$ cat src/rtl/mps_pkg.sv
package mps_pkg;

    localparam int NOTE_DEPTH_DEF = 1024;

    localparam int DIV_NW  = 44;   // dividend and quotient width
    localparam int DIV_VW  = 24;   // divisor width
    localparam int PWM_W   = 37;
    localparam int DUTY_W  = 7;
    localparam int MS_W    = 19;
    localparam int TOTAL_W = 21;   // seven quotients below 2^18 summed

    localparam logic [PWM_W-1:0]  PERIOD_NUM    = 37'd100000000000;
    localparam logic [17:0]       DUR_NUM       = 18'd240000;
    localparam logic [17:0]       DUR_NUM_TRIP  = 18'd160000;
    localparam logic [DUTY_W-1:0] DUTY_MAX      = 7'd100;
    localparam logic [DIV_VW-1:0] DUTY_DIV      = 24'd100;
    localparam logic [DIV_NW-1:0] DUTY_ROUND    = 44'd50;

    localparam logic [9:0]        BEAT_RST      = 10'd120;
    localparam logic [7:0]        DEBOUNCE_RST  = 8'd20;
    localparam logic [DUTY_W-1:0] DUTY_RST      = 7'd70;
    localparam logic [7:0]        SINCE_MAX     = 8'hff;

    localparam logic [1:0] CFG_BEAT     = 2'd0;
    localparam logic [1:0] CFG_DEBOUNCE = 2'd1;
    localparam logic [1:0] CFG_DUTY     = 2'd2;

    typedef enum logic [1:0] {
        OP_TICK   = 2'd0,
        OP_PRESS  = 2'd1,
        OP_LOAD   = 2'd2,
        OP_COMMIT = 2'd3
    } op_t;

    typedef enum logic [1:0] {
        PS_STOPPED = 2'd0,
        PS_PAUSED  = 2'd1,
        PS_PLAYING = 2'd2
    } play_t;

    typedef enum logic [3:0] {
        SQ_CLEAR,
        SQ_IDLE,
        SQ_START,
        SQ_PLAY,
        SQ_FETCH,
        SQ_PEEK,
        SQ_PERIOD,
        SQ_SCALE,
        SQ_DUTY,
        SQ_LEN,
        SQ_LENDIV,
        SQ_DONE
    } seq_state_t;

    typedef struct packed {
        logic [1:0]  op;
        logic [9:0]  note_index;
        logic [23:0] note_freq;
        logic [7:0]  note_code;
    } in_t;

    typedef struct packed {
        logic [1:0]       play_state;
        logic             pwm_on;
        logic [PWM_W-1:0] period_ns;
        logic [PWM_W-1:0] duty_ns;
        logic [MS_W-1:0]  remaining_ms;
        logic             refused;
        logic             press_ignored;
    } out_t;

endpackage

$ cat src/rtl/mps_serial_div.sv
module mps_serial_div (
    input  logic                       clk,
    input  logic                       rst_n,
    input  logic                       start,
    input  logic [mps_pkg::DIV_NW-1:0] dividend,
    input  logic [mps_pkg::DIV_VW-1:0] divisor,
    output logic                       done,
    output logic [mps_pkg::DIV_NW-1:0] quotient
);

    localparam int CW = $clog2(mps_pkg::DIV_NW);
    localparam logic [CW-1:0] LAST = CW'(mps_pkg::DIV_NW - 1);

    logic                       busy_reg;
    logic                       done_reg;
    logic [CW-1:0]              cnt_reg;
    logic [mps_pkg::DIV_VW-1:0] rem_reg;
    logic [mps_pkg::DIV_VW-1:0] rem_next;
    logic [mps_pkg::DIV_NW-1:0] quo_reg;
    logic [mps_pkg::DIV_NW-1:0] quo_next;
    logic [mps_pkg::DIV_VW-1:0] dvs_reg;
    logic [mps_pkg::DIV_VW:0]   shifted;
    logic [mps_pkg::DIV_VW+1:0] diff;
    logic                       ge;

    // one quotient bit a cycle, restoring form
    always_comb
    begin
        shifted  = {rem_reg, quo_reg[mps_pkg::DIV_NW-1]};
        diff     = {1'b0, shifted} - {2'b00, dvs_reg};
        ge       = !diff[mps_pkg::DIV_VW+1];
        rem_next = ge ? diff[mps_pkg::DIV_VW-1:0] : shifted[mps_pkg::DIV_VW-1:0];
        quo_next = {quo_reg[mps_pkg::DIV_NW-2:0], ge};
    end

    always_ff @(posedge clk or negedge rst_n)
    begin
        if (!rst_n)
        begin
            busy_reg <= 1'b0;
            done_reg <= 1'b0;
            cnt_reg  <= '0;
        end
        else
        begin
            done_reg <= 1'b0;
            if (start)
            begin
                busy_reg <= 1'b1;
                cnt_reg  <= '0;
            end
            else if (busy_reg)
            begin
                cnt_reg <= cnt_reg + 1'b1;
                if (cnt_reg == LAST)
                begin
                    busy_reg <= 1'b0;
                    done_reg <= 1'b1;
                end
            end
        end
    end

    always_ff @(posedge clk)
    begin
        if (start)
        begin
            rem_reg <= '0;
            quo_reg <= dividend;
            dvs_reg <= divisor;
        end
        else if (busy_reg)
        begin
            rem_reg <= rem_next;
            quo_reg <= quo_next;
        end
    end

    assign done     = done_reg;
    assign quotient = quo_reg;

endmodule

$ cat config.mk
export PLATFORM = sky130hd
export DESIGN_NAME = mps_serial_div
export DESIGN_NICKNAME = d
export VERILOG_FILES = /design/src/rtl/mps_pkg.sv /design/src/rtl/mps_serial_div.sv
export SDC_FILE = /design/constraint.sdc
export NUM_CORES = 1
export LEC_CHECK = 0
export BUFFER_PORTS_ARGS = -buffer_cell sky130_fd_sc_hd__buf_2
export CAP_MARGIN = 20
export CORE_AREA = 2 2 114 116
export CTS_CLUSTER_DIAMETER = 30
export DETAILED_ROUTE_END_ITERATION = 7
export DIE_AREA = 0 0 116 118
export PLACE_DENSITY = 0.81
export SLEW_MARGIN = 20
export SYNTH_ARGS = -nofsm -noshare
export SYNTH_HDL_FRONTEND = slang
export SYNTH_SLANG_ARGS = --single-unit
$ cat constraint.sdc
create_clock -name clk -period 2.4 [get_ports clk]
set_input_delay 0.12 -clock clk [delete_from_list [all_inputs] [get_ports clk]]
set_output_delay 0.12 -clock clk [all_outputs]
set_load 0.01 [all_outputs]
==> tab_implementation.tex <==
\begin{tabular}{lr}
\hline
Metric & Value \\
\hline
\multicolumn{2}{l}{\textbf{Synthesis}} \\
\quad Number of synthesized flops with an enable pin & 68 \\
\quad Synthesized netlist net count & 599 \\
\quad Area contributors post-synth & sky130\_fd\_sc\_hd\_\_edfxtp\_1 37\%, sky130\_fd\_sc\_hd\_\_mux2\_2 9.0\%, sky130\_fd\_sc\_hd\_\_dfxtp\_1 8.8\% \\
\quad Main flop type after synthesis & sky130\_fd\_sc\_hd\_\_edfxtp\_1 \\
\quad Number of standard cells after synthesis & 502 \\
\quad Proportion of synthesized chip area in sequential cells & 49.6\% \\
\quad Fraction of registers with async set or reset after synthesis & 8.00\% \\
\quad Register bit count reported by yosys & 100 \\
\quad Mean instance size in the synthesized netlist & 10.9 um2 \\
\quad Cell area after synthesis & 5490 um2 \\
\quad Area fraction of the dominant cell type after synthesis & 37.2\% \\
\quad Library cells used by synthesis & 60 \\
\quad Synth area leader & sky130\_fd\_sc\_hd\_\_edfxtp\_1 \\
\quad Yosys warning total & 0 \\
\multicolumn{2}{l}{\textbf{Clocking}} \\
\quad Clock tree from TritonCTS & yes \\
\quad Clock root buffer & sky130\_fd\_sc\_hd\_\_clkbuf\_16 \\
\quad Inserted Clock Buffers & 9 \\
\quad Buffer levels on the longest clock path & 2 \\
\quad Post-CTS clock slew at the launch and capture registers of the worst setup and hold paths & 0.07 ns \\
\quad Clk sink count & 100 \\
\quad Clk\_lat worst skew & 0.35 ns \\
\quad Count of H-tree levels built during CTS & 3 \\
\multicolumn{2}{l}{\textbf{Worst setup path}} \\
\quad Type of the worst setup path & register to register \\
\quad Worst path cell trace & inv\_2 > ha\_4 > nand2b\_4 > a2111oi\_4 > nor3\_2 > o2111a\_1 > o21a\_4 > buf\_4 > a2111o\_1 > a311oi\_2 \\
\quad Maximum fanout along the worst path & 5 \\
\quad Slowest cell on crit path & sky130\_fd\_sc\_hd\_\_a2111oi\_4 \\
\quad Crit path DAT & 2.82 ns \\
\quad Endpoint type of the worst setup path & register \\
\quad Type of element launching the critical path & register \\
\quad Worst endpoint required time & 2.67 ns \\
\quad CP max stage delay & 0.39 ns \\
\multicolumn{2}{l}{\textbf{Global route}} \\
\quad Pin count of the biggest net entering global routing & 48 \\
\quad Antenna violations before repair & 0 \\
\quad Aggregate global routing overflow & 0 \\
\quad Wire length of the first global-routing pass & 23,500 um \\
\quad Gr usage total & 21.8\% \\
\quad Via count of the first global-routing pass & 4,997 \\
\multicolumn{2}{l}{\textbf{Final layout}} \\
\quad Layout cells sized above 1 & 42.6\% \\
\quad Layout Cells excl Fill & 883 \\
\quad Ant diodes & 0 \\
\quad Number of flip-flops under the largest register name & 44 \\
\quad Synthesis-to-finish area growth & 39.5\% \\
\quad Number of nets at the end of the flow & 803 \\
\multicolumn{2}{l}{\textbf{Drt}} \\
\quad Met1 WL & 6190 um \\
\quad First-pass detailed-route iteration total & 4 \\
\quad Detailed-routed wire length on met3 & 914 um \\
\quad Wirelength, routed & 14,500 um \\
\quad Met2 Wirelength & 7130 um \\
\quad Total vias in the final route & 4,740 \\
\quad Antenna-violating nets left & 0 \\
\quad Highest signal layer in the routed design & met4 \\
\quad Post-DR wirelength/cell & 16.5 um \\
\quad DR vias/cell & 5.37 \\
\quad Post-route DRC violation count & 0 \\
\quad Initial DRC Count & 287 \\
\multicolumn{2}{l}{\textbf{Timing}} \\
\quad Relative slew margins & 63.5\% \\
\quad Crit path time final & 2.55 ns \\
\quad Final critical-path share of the clock period & 106\% \\
\quad Min setup slack post-route & -0.150 ns \\
\quad Endpoints failing setup & 22 \\
\quad RSZ-0062 raised after global routing & true \\
\quad Final max-slew violation count & 0 \\
\quad Clock Skews & 0.0105 ns \\
\quad Worst Tran Pin Value & 0.548 ns \\
\quad Hold violation count in the final report & 0 \\
\quad Fmax & 392 MHz \\
\multicolumn{2}{l}{\textbf{Outcome}} \\
\quad Violations in the final reports & negative setup slack \\
\quad Outcome & complete, but fails checks \\
\multicolumn{2}{l}{\textbf{Floorplanning}} \\
\quad Die Ht & 118 um \\
\quad I/O Pins & 116 \\
\quad Starting density of the core & 44.2\% \\
\quad Number of placement rows & 41 \\
\quad Die boundary width & 116 um \\
\quad Core box area & 12,400 um2 \\
\quad Overall die area & 13,700 um2 \\
\multicolumn{2}{l}{\textbf{Min path}} \\
\quad Type of the worst min-delay path & input pin to register \\
\multicolumn{2}{l}{\textbf{Placed design}} \\
\quad Count of port buffers added during placement & 115 \\
\quad Detailed Place HPWL & 10,500 um \\
\quad Global placer's final weighted congestion & 0.911 \\
\quad Placed cell count & 835 \\
\quad Worst Setup Slack post-DPL & -0.245 ns \\
\multicolumn{2}{l}{\textbf{Power}} \\
\quad IR drop worst, VDD & 501 uV \\
\quad Static Leakage & 3.30 nW \\
\quad Power density cells & 1080 nW/um2 \\
\multicolumn{2}{l}{\textbf{Job}} \\
\quad \# Max-Cap Violations & 0 \\
\hline
\end{tabular}
==> layout make-up <==
cell class / instances / area [um2]
Tap cell: 172 / 215
Clock inverter: 4 / 77.6
Timing Repair Buffer: 218 / 1450
Inverter: 35 / 131
Fill cell: 1028 / 4760
Sequential cell: 100 / 2720
Clock buffer: 12 / 236
Multi-Input combinational cell: 342 / 2830
==> critical path, delay by kind of cell (launching register included) <==
| kind | cells | cell delay [ns] |
|---|---|---|
| AOI/OAI and AO/OA | 5 | 1.48 |
| DFF | 1 | 0.38 |
| adders and majority gates | 1 | 0.27 |
| buffers and inverters | 2 | 0.20 |
| and+or+nand+nor | 2 | 0.16 |
==> worst paths after layout <==
kind                       slack, ns  cells past startpoint          end   startpoint
max                            -0.15                     10  rem_reg[21]   dvs_reg[1]
min                             0.06                      2  quotient[5]  dividend[5]
max reg2reg                    -0.15                     10  rem_reg[21]   dvs_reg[1]
min reg2reg                     0.51                      2   rem_reg[9]   rem_reg[9]
max in group asynchronous       2.10                      2         done        rst_n
min in group asynchronous       0.14                      2   cnt_reg[3]        rst_n
==> synth_stat cells, types with 11 or more instances <==
cell type / count
sky130_fd_sc_hd__nand2_1: 28
sky130_fd_sc_hd__o21ai_0: 18
sky130_fd_sc_hd__nor2_1: 43
sky130_fd_sc_hd__a21oi_1: 26
sky130_fd_sc_hd__inv_1: 34
sky130_fd_sc_hd__clkbuf_1: 19
sky130_fd_sc_hd__a211oi_1: 15
sky130_fd_sc_hd__xnor2_1: 14
sky130_fd_sc_hd__mux2_2: 44
sky130_fd_sc_hd__mux2i_1: 14
sky130_fd_sc_hd__nand3_1: 11
sky130_fd_sc_hd__ha_1: 25
sky130_fd_sc_hd__edfxtp_1: 68
sky130_fd_sc_hd__dfxtp_1: 24
==> power breakdown <==
group          switching (W)  internal [W]  total [W]
logic                0.00212       0.00215    0.00427
clock network       0.000635      0.000919    0.00155
registers           0.000241       0.00217    0.00242
total                0.00300       0.00525    0.00824
==> through the flow <==
step	instance area [um2]	utilization, %	TNS [ns]	total power [W]	hold WS [ns]
after floorplan	5510	-	-0.0698	0.00458	-0.176
after global placement	6740	54.3	-2.61	0.00589	-0.0349
after detailed placement	6740	54.3	-4.25	0.00601	-0.0300
after CTS	7460	60.1	-1.06	0.00793	0.0526
after global routing	7660	61.7	-4.61	0.00871	0.0634
final	7660	61.7	-1.21	0.00824	0.0643
==> routing by layer <==
metal	GRT usage (%)	up-vias
met5	0	-
met3	5.10	25
met4	8.63	0
met1	26.5	2272
li1	-	2270
met2	36.9	173
==> cell usage in the layout, fill, tap and decap left out, types with 5 or more instances in the layout <==
master / Yosys / final
sky130_fd_sc_hd__buf_2: 2 / 114
sky130_fd_sc_hd__buf_4: 2 / 74
sky130_fd_sc_hd__edfxtp_1: 68 / 68
sky130_fd_sc_hd__mux2_2: 44 / 43
sky130_fd_sc_hd__nor2_1: 43 / 43
sky130_fd_sc_hd__inv_1: 34 / 31
sky130_fd_sc_hd__nand2_1: 28 / 27
sky130_fd_sc_hd__dlygate4sd3_1: 0 / 25
sky130_fd_sc_hd__dfxtp_1: 24 / 23
sky130_fd_sc_hd__a21oi_1: 26 / 21
sky130_fd_sc_hd__ha_1: 25 / 17
sky130_fd_sc_hd__o21ai_0: 18 / 14
sky130_fd_sc_hd__xnor2_1: 14 / 14
sky130_fd_sc_hd__a211oi_1: 15 / 12
sky130_fd_sc_hd__mux2i_1: 14 / 11
sky130_fd_sc_hd__nand3_1: 11 / 11
sky130_fd_sc_hd__clkbuf_16: 0 / 9
sky130_fd_sc_hd__a21o_1: 8 / 8
sky130_fd_sc_hd__nand4_1: 8 / 8
sky130_fd_sc_hd__nor3_1: 8 / 8
sky130_fd_sc_hd__dfrtp_1: 8 / 8
sky130_fd_sc_hd__and3_1: 7 / 7
sky130_fd_sc_hd__ha_4: 0 / 7
sky130_fd_sc_hd__xor2_1: 6 / 6
sky130_fd_sc_hd__a21oi_2: 0 / 5
==> cell families (layout without fill, tap and decap cells) <==
logic type	Yosys count	after routing	synth area share, %
flip-flops	100	100	49.6
AO/OA/AOI/OAI	102	102	12.8
multiplexers	58	58	11.6
XOR/XNOR	20	20	3.19
buffers and inverters	60	269	4.42
adder cells (fa/ha/maj)	26	26	6.06
AND/OR/NAND/NOR	136	136	12.3
==> timing repair <==
action | in CTS | in global routing
gates resized for setup | 29 | 33
cloned | 1 | 0
hold buffers | 25 | 0
endpoints found under the hold margin | 32 | 0
buffers inserted | 5 | 1
pin swaps | 20 | 18
endpoints found under the setup margin | 25 | 25
(Power assumes the default switching activity.)
