File: src/rtl/mps_pkg.sv
package mps_pkg;

    localparam int NOTE_DEPTH_DEF = 1024;

    localparam int DIV_NW  = 44;   // dividend and quotient width
    localparam int DIV_VW  = 24;   // divisor width
    localparam int PWM_W   = 37;
    localparam int DUTY_W  = 7;
    localparam int MS_W    = 19;
    localparam int TOTAL_W = 21;   // seven quotients below 2^18 summed

    localparam logic [PWM_W-1:0]  PERIOD_NUM    = 37'd100000000000;
    localparam logic [17:0]       DUR_NUM       = 18'd240000;
    localparam logic [17:0]       DUR_NUM_TRIP  = 18'd160000;
    localparam logic [DUTY_W-1:0] DUTY_MAX      = 7'd100;
    localparam logic [DIV_VW-1:0] DUTY_DIV      = 24'd100;
    localparam logic [DIV_NW-1:0] DUTY_ROUND    = 44'd50;

    localparam logic [9:0]        BEAT_RST      = 10'd120;
    localparam logic [7:0]        DEBOUNCE_RST  = 8'd20;
    localparam logic [DUTY_W-1:0] DUTY_RST      = 7'd70;
    localparam logic [7:0]        SINCE_MAX     = 8'hff;

    localparam logic [1:0] CFG_BEAT     = 2'd0;
    localparam logic [1:0] CFG_DEBOUNCE = 2'd1;
    localparam logic [1:0] CFG_DUTY     = 2'd2;

    typedef enum logic [1:0] {
        OP_TICK   = 2'd0,
        OP_PRESS  = 2'd1,
        OP_LOAD   = 2'd2,
        OP_COMMIT = 2'd3
    } op_t;

    typedef enum logic [1:0] {
        PS_STOPPED = 2'd0,
        PS_PAUSED  = 2'd1,
        PS_PLAYING = 2'd2
    } play_t;

    typedef enum logic [3:0] {
        SQ_CLEAR,
        SQ_IDLE,
        SQ_START,
        SQ_PLAY,
        SQ_FETCH,
        SQ_PEEK,
        SQ_PERIOD,
        SQ_SCALE,
        SQ_DUTY,
        SQ_LEN,
        SQ_LENDIV,
        SQ_DONE
    } seq_state_t;

    typedef struct packed {
        logic [1:0]  op;
        logic [9:0]  note_index;
        logic [23:0] note_freq;
        logic [7:0]  note_code;
    } in_t;

    typedef struct packed {
        logic [1:0]       play_state;
        logic             pwm_on;
        logic [PWM_W-1:0] period_ns;
        logic [PWM_W-1:0] duty_ns;
        logic [MS_W-1:0]  remaining_ms;
        logic             refused;
        logic             press_ignored;
    } out_t;

endpackage

File: src/rtl/mps_serial_mul.sv
module mps_serial_mul (
    input  logic                       clk,
    input  logic                       rst_n,
    input  logic                       start,
    input  logic [mps_pkg::PWM_W-1:0]  mcand,
    input  logic [mps_pkg::DUTY_W-1:0] mplier,
    output logic                       done,
    output logic [mps_pkg::DIV_NW-1:0] product
);

    localparam int CW = $clog2(mps_pkg::DUTY_W);
    localparam logic [CW-1:0] LAST = CW'(mps_pkg::DUTY_W - 1);

    logic                       busy_reg;
    logic                       done_reg;
    logic [CW-1:0]              cnt_reg;
    logic [mps_pkg::DIV_NW-1:0] acc_reg;
    logic [mps_pkg::DIV_NW-1:0] mcand_reg;
    logic [mps_pkg::DUTY_W-1:0] mplier_reg;

    always_ff @(posedge clk or negedge rst_n)
    begin
        if (!rst_n)
        begin
            busy_reg <= 1'b0;
            done_reg <= 1'b0;
            cnt_reg  <= '0;
        end
        else
        begin
            done_reg <= 1'b0;
            if (start)
            begin
                busy_reg <= 1'b1;
                cnt_reg  <= '0;
            end
            else if (busy_reg)
            begin
                cnt_reg <= cnt_reg + 1'b1;
                if (cnt_reg == LAST)
                begin
                    busy_reg <= 1'b0;
                    done_reg <= 1'b1;
                end
            end
        end
    end

    // shift and add, one multiplier bit a cycle
    always_ff @(posedge clk)
    begin
        if (start)
        begin
            acc_reg    <= '0;
            mcand_reg  <= mps_pkg::DIV_NW'(mcand);
            mplier_reg <= mplier;
        end
        else if (busy_reg)
        begin
            if (mplier_reg[0])
                acc_reg <= acc_reg + mcand_reg;
            mcand_reg  <= {mcand_reg[mps_pkg::DIV_NW-2:0], 1'b0};
            mplier_reg <= {1'b0, mplier_reg[mps_pkg::DUTY_W-1:1]};
        end
    end

    assign done    = done_reg;
    assign product = acc_reg;

endmodule

File: config.mk
export PLATFORM = sky130hd
export DESIGN_NAME = mps_serial_mul
export DESIGN_NICKNAME = d
export VERILOG_FILES = /design/src/rtl/mps_pkg.sv /design/src/rtl/mps_serial_mul.sv
export SDC_FILE = /design/constraint.sdc
export NUM_CORES = 1
export LEC_CHECK = 0
export ABC_AREA = 0
export BUFFER_PORTS_ARGS = -buffer_cell sky130_fd_sc_hd__buf_4
export CAP_MARGIN = 20
export CORE_MARGIN = 2
export CORE_UTILIZATION = 50
export CTS_BUF_LIST = sky130_fd_sc_hd__clkbuf_8
export DETAILED_ROUTE_END_ITERATION = 7
export PLACE_DENSITY = 0.77
export SYNTH_ARGS = -nofsm -noshare
export SYNTH_HDL_FRONTEND = slang
export SYNTH_SLANG_ARGS = --single-unit
File: constraint.sdc
create_clock -name clk -period 6.1 [get_ports clk]
set_input_delay 0.915 -clock clk [delete_from_list [all_inputs] [get_ports clk]]
set_output_delay 0.915 -clock clk [all_outputs]
set_load 0.1 [all_outputs]
==> flow_metrics.env, run 1 <==
export IMPL_clk_pin_slew_ps=100
export IMPL_syn2layout_area_growth_pct=15.8
export IMPL_power_density_mw_per_mm2=399
export IMPL_synth_seq_cells=100
export IMPL_synth_compound_area_share=0.178
export IMPL_max_freq_mhz=284
export IMPL_cts_resized=0
export IMPL_status="finished clean"
export IMPL_dpl_worst_slack_ps=2670
export IMPL_numCtsBuffers=9
export IMPL_skew_ps=15.6
export IMPL_synthFlopType="dfxtp_1"
export IMPL_hold_violations=0
export IMPL_design_final_nets=824
export IMPL_met3_usage=0.0496
export IMPL_synthTopCellsByCount="nand2_1, a21oi_1, dfxtp_1, nor2_1, ha_1"
export IMPL_power_total_w=0.00287
export IMPL_cap_violations=0
export IMPL_setup_viol_count_final=0
export IMPL_p_sw_w=0.00138
export IMPL_use_met1=0.276
export IMPL_intPower_w=0.00149
export IMPL_design_die_area_mm2=0.0133
export IMPL_ys_async_sr_fraction=0.0500
export IMPL_worstPathArrival_ps=3840
export IMPL_fin_ws_ps=2580
export IMPL_dieWidth_um=115
export IMPL_hpwl_um=9970
export IMPL_netlist_top_cell_by_area="edfxtp_1"
export IMPL_worstPathRequired_ps=6430
export IMPL_gr_usage_met2=0.358
export IMPL_timing_worst_setup_path_type="register to register"
export IMPL_grt_setup_unrepaired="false"
export IMPL_drv_slew=0
export IMPL_reg2reg_slack_ps=2580
export IMPL_syn_area_mm2=0.00620
export IMPL_grt_start_max_net_pins=74
export IMPL_fin_tns_setup_ps=0
export IMPL_slew_headroom=0.488
export IMPL_synth_seq_area_share=0.398
export IMPL_synthMuxAreaShare=0.0943
export IMPL_clkLatencyLatePin_ps=380
export IMPL_worst_pin_slew_ps=768
export IMPL_cts_root_buffer="clkbuf_8"
export IMPL_pwr_share_seq=0.314
export IMPL_yosysTopAreaCellShare=0.213
export IMPL_postCtsHoldBufs=0
export IMPL_start_util=0.514
export IMPL_hold_slack_ps=314
export IMPL_synthDistinctLibCells=63
export IMPL_path_max_fanout=4
export IMPL_clock_sinks=100
export IMPL_busiest_layer="met2"
export IMPL_viasPerCell=5.65
export IMPL_min_period_ps=3520
export IMPL_synth_top_cells_by_area="edfxtp_1, dfxtp_1, ha_1, mux2_2, a21oi_1"
export IMPL_p_leak_nw=3.16
export IMPL_die_y_um=115
export IMPL_synth_simple_area_share=0.157
export IMPL_grt_overflow=0
export IMPL_switching_share=0.482
export IMPL_clkPwrFrac=0.145
export IMPL_avgSynthCellArea_um2=9.37
export IMPL_place_gp_congestion=0.963
export IMPL_vias=5108
export IMPL_placed_cell_area_mm2=0.00696
export IMPL_antenna_found_initial=0
export IMPL_yosys_warnings=0
export IMPL_dr_pass1_iters=4
export IMPL_netlist_instances=661
export IMPL_track_usage=0.214
export IMPL_wl_per_cell_um=15.4
export IMPL_synth_edf_count=44
export IMPL_drt_initial_drc_count=310
export IMPL_ant_nets=0
export IMPL_grt_pass1_wl_um=23100
export IMPL_drive_above_1_share=0.227
export IMPL_synthesis_nets=754
export IMPL_ios=92
export IMPL_grt_pass1_vias=4895
export IMPL_min_path_type="input pin to async pin"
export IMPL_n_antenna_cell=0
export IMPL_design_area_mm2=0.00717
export IMPL_nFillCells=1039
export IMPL_clockBufferDepth=2
export IMPL_yosys_area_share_adder=0.0941
export IMPL_period_share=0.576
export IMPL_io_buffers=91
export IMPL_worstSetupStartpointType="register"
export IMPL_peakVddDrop_v=0.000219
export IMPL_end_kind="register"
export IMPL_post_synth_top_count_cell="nand2_1"
export IMPL_num_rows=40
export IMPL_coreArea_mm2=0.0121
export IMPL_cts_tree="yes"
export IMPL_post_cts_setup_buffers=0
export IMPL_drc=0
export IMPL_cts_htree_levels=3
export IMPL_synth_top_family_by_area="compound AO/OA/AOI/OAI gates"
export IMPL_routed_wl_um=13900
export IMPL_p_comb_frac=0.541
export IMPL_synth_xor_area_share=0.0509
worst max-delay path: stages (launching register included):
cell and delay, ps:
edfxtp_1 410, ha_1 230, fa_1 410, a21o_2 220, a221o_2 370, a31oi_1 420, o32ai_1 190, nor3_2 340
o31ai_1 180, and3_1 220, or3_1 370, nand3_1 90
worst paths after layout:
| kind | from | cells past startpoint | to |
|---|---|---|---|
| min in group clk | product[32] | 2 | product[32] |
| min | rst_n | 1 | cnt_reg[2] |
| min reg2reg | product[32] | 2 | product[32] |
| max | mcand_reg[0] | 11 | product[40] |
| max in group asynchronous | rst_n | 1 | cnt_reg[1] |
| max reg2reg | mcand_reg[0] | 11 | product[40] |
stage by stage:
stage	util	std cells
after CTS	0.593	903
after detailed placement	0.577	887
final	0.595	904
after floorplan	-	661
after global routing	0.595	904
after global placement	0.577	887
cell families (layout without fill, tap and decap cells):
logic type               after synthesis  after routing
AND/OR/NAND/NOR                      207            207
multiplexers                          53             53
flip-flops                           100            100
buffers and inverters                 43            118
AO/OA/AOI/OAI                        176            176
adder cells (fa/ha/maj)               46             46
XOR/XNOR                              36             36
final cells by class:
type / count / area [µm²] / area share
multi-input cells: 518 / 3550 / 0.495
flip-flops and latches: 100 / 2470 / 0.344
repair buffers: 95 / 733 / 0.102
well taps: 168 / 210 / 0.0293
clock buffers: 9 / 124 / 0.0173
clock inverters: 7 / 58.8 / 0.00820
inverters: 7 / 26.3 / 0.00366
per-layer routing:
layer,vias up,wire length (µm),share of wire
met2,152,6830,0.49
li1,2547,-,-
met5,-,0,0
met3,14,718,0.051
met1,2395,6220,0.45
met4,0,181,0.013
layout by cell type (no fill, tap or decap), drive strengths merged, types with 17 or more instances in the layout:
| cell | n |
|---|---|
| a21o | 19 |
| a21oi | 77 |
| buf | 95 |
| dfxtp | 51 |
| edfxtp | 44 |
| ha | 45 |
| mux2 | 43 |
| nand2 | 90 |
| nor2 | 46 |
| nor3 | 17 |
| o21ai | 29 |
| xnor2 | 24 |
power by group through the flow:
stage / clock (W) / sequential [W] / combinational (W)
after floorplan: 0 / 0.00138 / 0.000754
after global placement: 0 / 0.000911 / 0.00151
after detailed placement: 0 / 0.000915 / 0.00153
after CTS: 0.000427 / 0.000900 / 0.00154
after global routing: 0.000450 / 0.000916 / 0.00167
final: 0.000416 / 0.000899 / 0.00155
Note: power is estimated with default switching activity, not from simulation.
==> inputs of run 2 (changes only) <==
--- a/config.mk
+++ b/config.mk
@@ -5,14 +5,14 @@
 export SDC_FILE = /design/constraint.sdc
 export NUM_CORES = 1
 export LEC_CHECK = 0
-export ABC_AREA = 0
+export ABC_AREA = 1
 export BUFFER_PORTS_ARGS = -buffer_cell sky130_fd_sc_hd__buf_4
 export CAP_MARGIN = 20
 export CORE_MARGIN = 2
 export CORE_UTILIZATION = 50
 export CTS_BUF_LIST = sky130_fd_sc_hd__clkbuf_8
 export DETAILED_ROUTE_END_ITERATION = 7
-export PLACE_DENSITY = 0.77
+export PLACE_DENSITY = 0.79
 export SYNTH_ARGS = -nofsm -noshare
 export SYNTH_HDL_FRONTEND = slang
 export SYNTH_SLANG_ARGS = --single-unit
==> constraint.sdc (replaced) <==
create_clock -name clk -period 2.9 [get_ports clk]
set_input_delay 0.435 -clock clk [delete_from_list [all_inputs] [get_ports clk]]
set_output_delay 0.435 -clock clk [all_outputs]
set_load 0.1 [all_outputs]
==> flow_metrics.env, run 2 <==
export IMPL_post_synth_top_count_cell="nand2_1"
export IMPL_ant_nets=0
export IMPL_ys_async_sr_fraction=0.0500
export IMPL_worstSetupStartpointType="register"
export IMPL_cts_root_buffer="clkbuf_8"
export IMPL_endpoint="product[32]"
export IMPL_ios=92
export IMPL_skew_ps=14.5
export IMPL_cts_htree_levels=3
export IMPL_power_density_mw_per_mm2=571
export IMPL_hold_violations=0
export IMPL_die_y_um=126
export IMPL_whs_path_depth=3
export IMPL_numCtsBuffers=9
export IMPL_antenna_found_initial=0
export IMPL_cp_top_family="simple AND/OR/NAND/NOR gates"
export IMPL_period_share=0.750
export IMPL_netlist_instances=1185
export IMPL_synthTopCellsByCount="nand2_1, inv_1, nor2_1, nand3_1, dfxtp_1"
export IMPL_peakVddDrop_v=0.000521
export IMPL_syn2layout_area_growth_pct=14.5
export IMPL_path_buf_inv=1
export IMPL_path_max_fanout=4
export IMPL_drc=0
export IMPL_wl_per_cell_um=13.8
export IMPL_clkLatencyLatePin_ps=410
export IMPL_max_freq_mhz=460
export IMPL_grt_overflow=0
export IMPL_grt_pass1_wl_um=33100
export IMPL_viasPerCell=5.01
export IMPL_power_total_w=0.00490
export IMPL_worstPathArrival_ps=2500
export IMPL_num_rows=44
export IMPL_dr_pass1_iters=5
export IMPL_p_leak_nw=4.84
export IMPL_place_gp_congestion=0.936
export IMPL_path_depth=14
export IMPL_crit_start="mcand_reg[0]"
export IMPL_status="finished clean"
export IMPL_drv_slew=0
export IMPL_grt_pass1_vias=6753
export IMPL_syn_area_mm2=0.00748
export IMPL_start_util=0.513
export IMPL_synthesis_nets=1278
export IMPL_synth_edf_count=44
export IMPL_fin_tns_setup_ps=0
export IMPL_post_place_cells=1443
export IMPL_coreArea_mm2=0.0146
export IMPL_grt_start_max_net_pins=69
export IMPL_avgSynthCellArea_um2=6.32
export IMPL_cts_tree="yes"
export IMPL_max_stage_delay_ps=460
export IMPL_worst_pin_slew_ps=769
export IMPL_clock_sinks=100
export IMPL_routed_wl_um=20200
export IMPL_slew_headroom=0.487
export IMPL_timing_worst_setup_path_type="register to register"
export IMPL_setup_viol_count_final=0
export IMPL_worstPathRequired_ps=3220
export IMPL_mostFrequentLayoutCells="nand2_1, inv_1, nor2_1, buf_4, nand3_1"
export IMPL_yosysTopAreaCellShare=0.221
export IMPL_cp_common_cell="nand2_1"
export IMPL_drt_initial_drc_count=616
export IMPL_reg2reg_from="mcand_reg[0]"
export IMPL_synthFlopType="dfxtp_1"
export IMPL_synth_top_cells_by_area="nand2_1, edfxtp_1, dfxtp_1, inv_1, ha_1"
export IMPL_design_die_area_mm2=0.0160
export IMPL_dieWidth_um=126
export IMPL_netlist_top_cell_by_area="nand2_1"
export IMPL_reg2regPathDepth=14
export IMPL_synthDistinctLibCells=30
export IMPL_cpMaxStageDelayCell="fa_1"
export IMPL_clockBufferDepth=2
export IMPL_rr_endpoint="product[32]"
export IMPL_layout_commonest_cell="nand2_1"
export IMPL_track_usage=0.258
export IMPL_vias=7317
export IMPL_drive_above_1_share=0.121
export IMPL_n_antenna_cell=0
export IMPL_min_path_type="input pin to register"
export IMPL_end_kind="register"
export IMPL_cap_violations=0
export IMPL_clk_pin_slew_ps=120
export IMPL_hpwl_um=15600
export IMPL_reg2reg_slack_ps=730
export IMPL_io_buffers=91
export IMPL_finalNonFillerCells=1460
export IMPL_synth_seq_area_share=0.330
export IMPL_synth_seq_cells=100
export IMPL_min_period_ps=2170
export IMPL_crit_chain="ha_1, fa_1, nand2_1, nand3_1, nand3_1, nand2_2, nand2_1, nand3_2, nand2_1, nand2_1, nand2_1, nand3_1, nand2_1, inv_1"
export IMPL_grt_setup_unrepaired="false"
export IMPL_yosys_warnings=0
export IMPL_design_final_nets=1364
export IMPL_nFillCells=1437
export IMPL_post_cts_setup_buffers=0
[run 2: changes by cell type after synthesis, sizes merged, moves of 8 or more]
cell	change
nand3	+56
inv	+202
nor3	-9
nand2	+364
nor2	+115
xor2	+9
mux2i	-10
clkbuf	-14
mux2	-43
o21ai	+10
and3	-8
xnor2	-21
a21o	-19
a21oi	-39
[run 2: logic make-up (layout without fill, tap and decap cells)]
| group | after synthesis | in the layout | synth area share |
|---|---|---|---|
| AOI/OAI and AO/OA | 92 | 92 | 0.0660 |
| xor gates and xnor gates | 24 | 24 | 0.0281 |
| adders and majority gates | 46 | 46 | 0.0779 |
| buffers and inverters | 232 | 323 | 0.117 |
| DFF | 100 | 100 | 0.330 |
| and+or+nand+nor | 691 | 691 | 0.381 |
[run 2: power breakdown]
part | leakage, nW | total, W | switching, W | internal [W]
clock network | 0.0921 | 0.000892 | 0.000566 | 0.000326
registers | 0.969 | 0.00176 | 0.000127 | 0.00163
logic | 3.78 | 0.00224 | 0.00162 | 0.000618
[run 2: cell type report]
cell class                      instances  area (µm²)  share of cell area
Clock inverter                          7        58.8             0.00686
Inverter                              209         785              0.0916
Tap cell                              184         230              0.0269
Clock buffer                            9         124              0.0145
Multi-Input combinational cell        853        4140               0.483
Timing Repair Buffer                   98         763              0.0891
Sequential cell                       100        2470               0.288
[run 2: worst reg2reg max path, delay by kind of cell, from the launching register on]
kind          cells  cell delay [ps]
buf+inv           1               40
simple gates     11              950
flops             1              410
fa+ha+maj         2              710
[run 2: metrics by stage]
stage               worst slack, ps  area, µm²  hold WS, ps   util
floorplan                       475       7480          139      -
global placement                742       8370          239  0.574
detailed placement              736       8370          243  0.574
CTS                             724       8570          268  0.587
global route                    490       8570          286  0.587
finish                          726       8570          291  0.587
[run 2: repair_timing]
action	4_1_cts	5_1_grt
endpoints found under the hold margin	5	0
setup endpoints to repair	0	0
gates resized for setup	0	0
hold buffers	1	0
[run 2: per-layer routing]
metal / GRT usage / share of wire
met5: 0 / 0
met2: 0.393 / 0.42
met4: 0.0621 / 0.011
met3: 0.0396 / 0.076
met1: 0.385 / 0.49
[run 2: worst min path at each step]
stage	from	slack, ps	to
2_1_floorplan	rst_n	140	busy_reg
3_5_place_dp	rst_n	240	done
5_1_grt	mplier[6]	290	mplier_reg[6]
3_3_place_gp	rst_n	240	cnt_reg[0]
4_1_cts	mcand[0]	270	mcand_reg[0]
6_report	mcand[33]	290	mcand_reg[33]
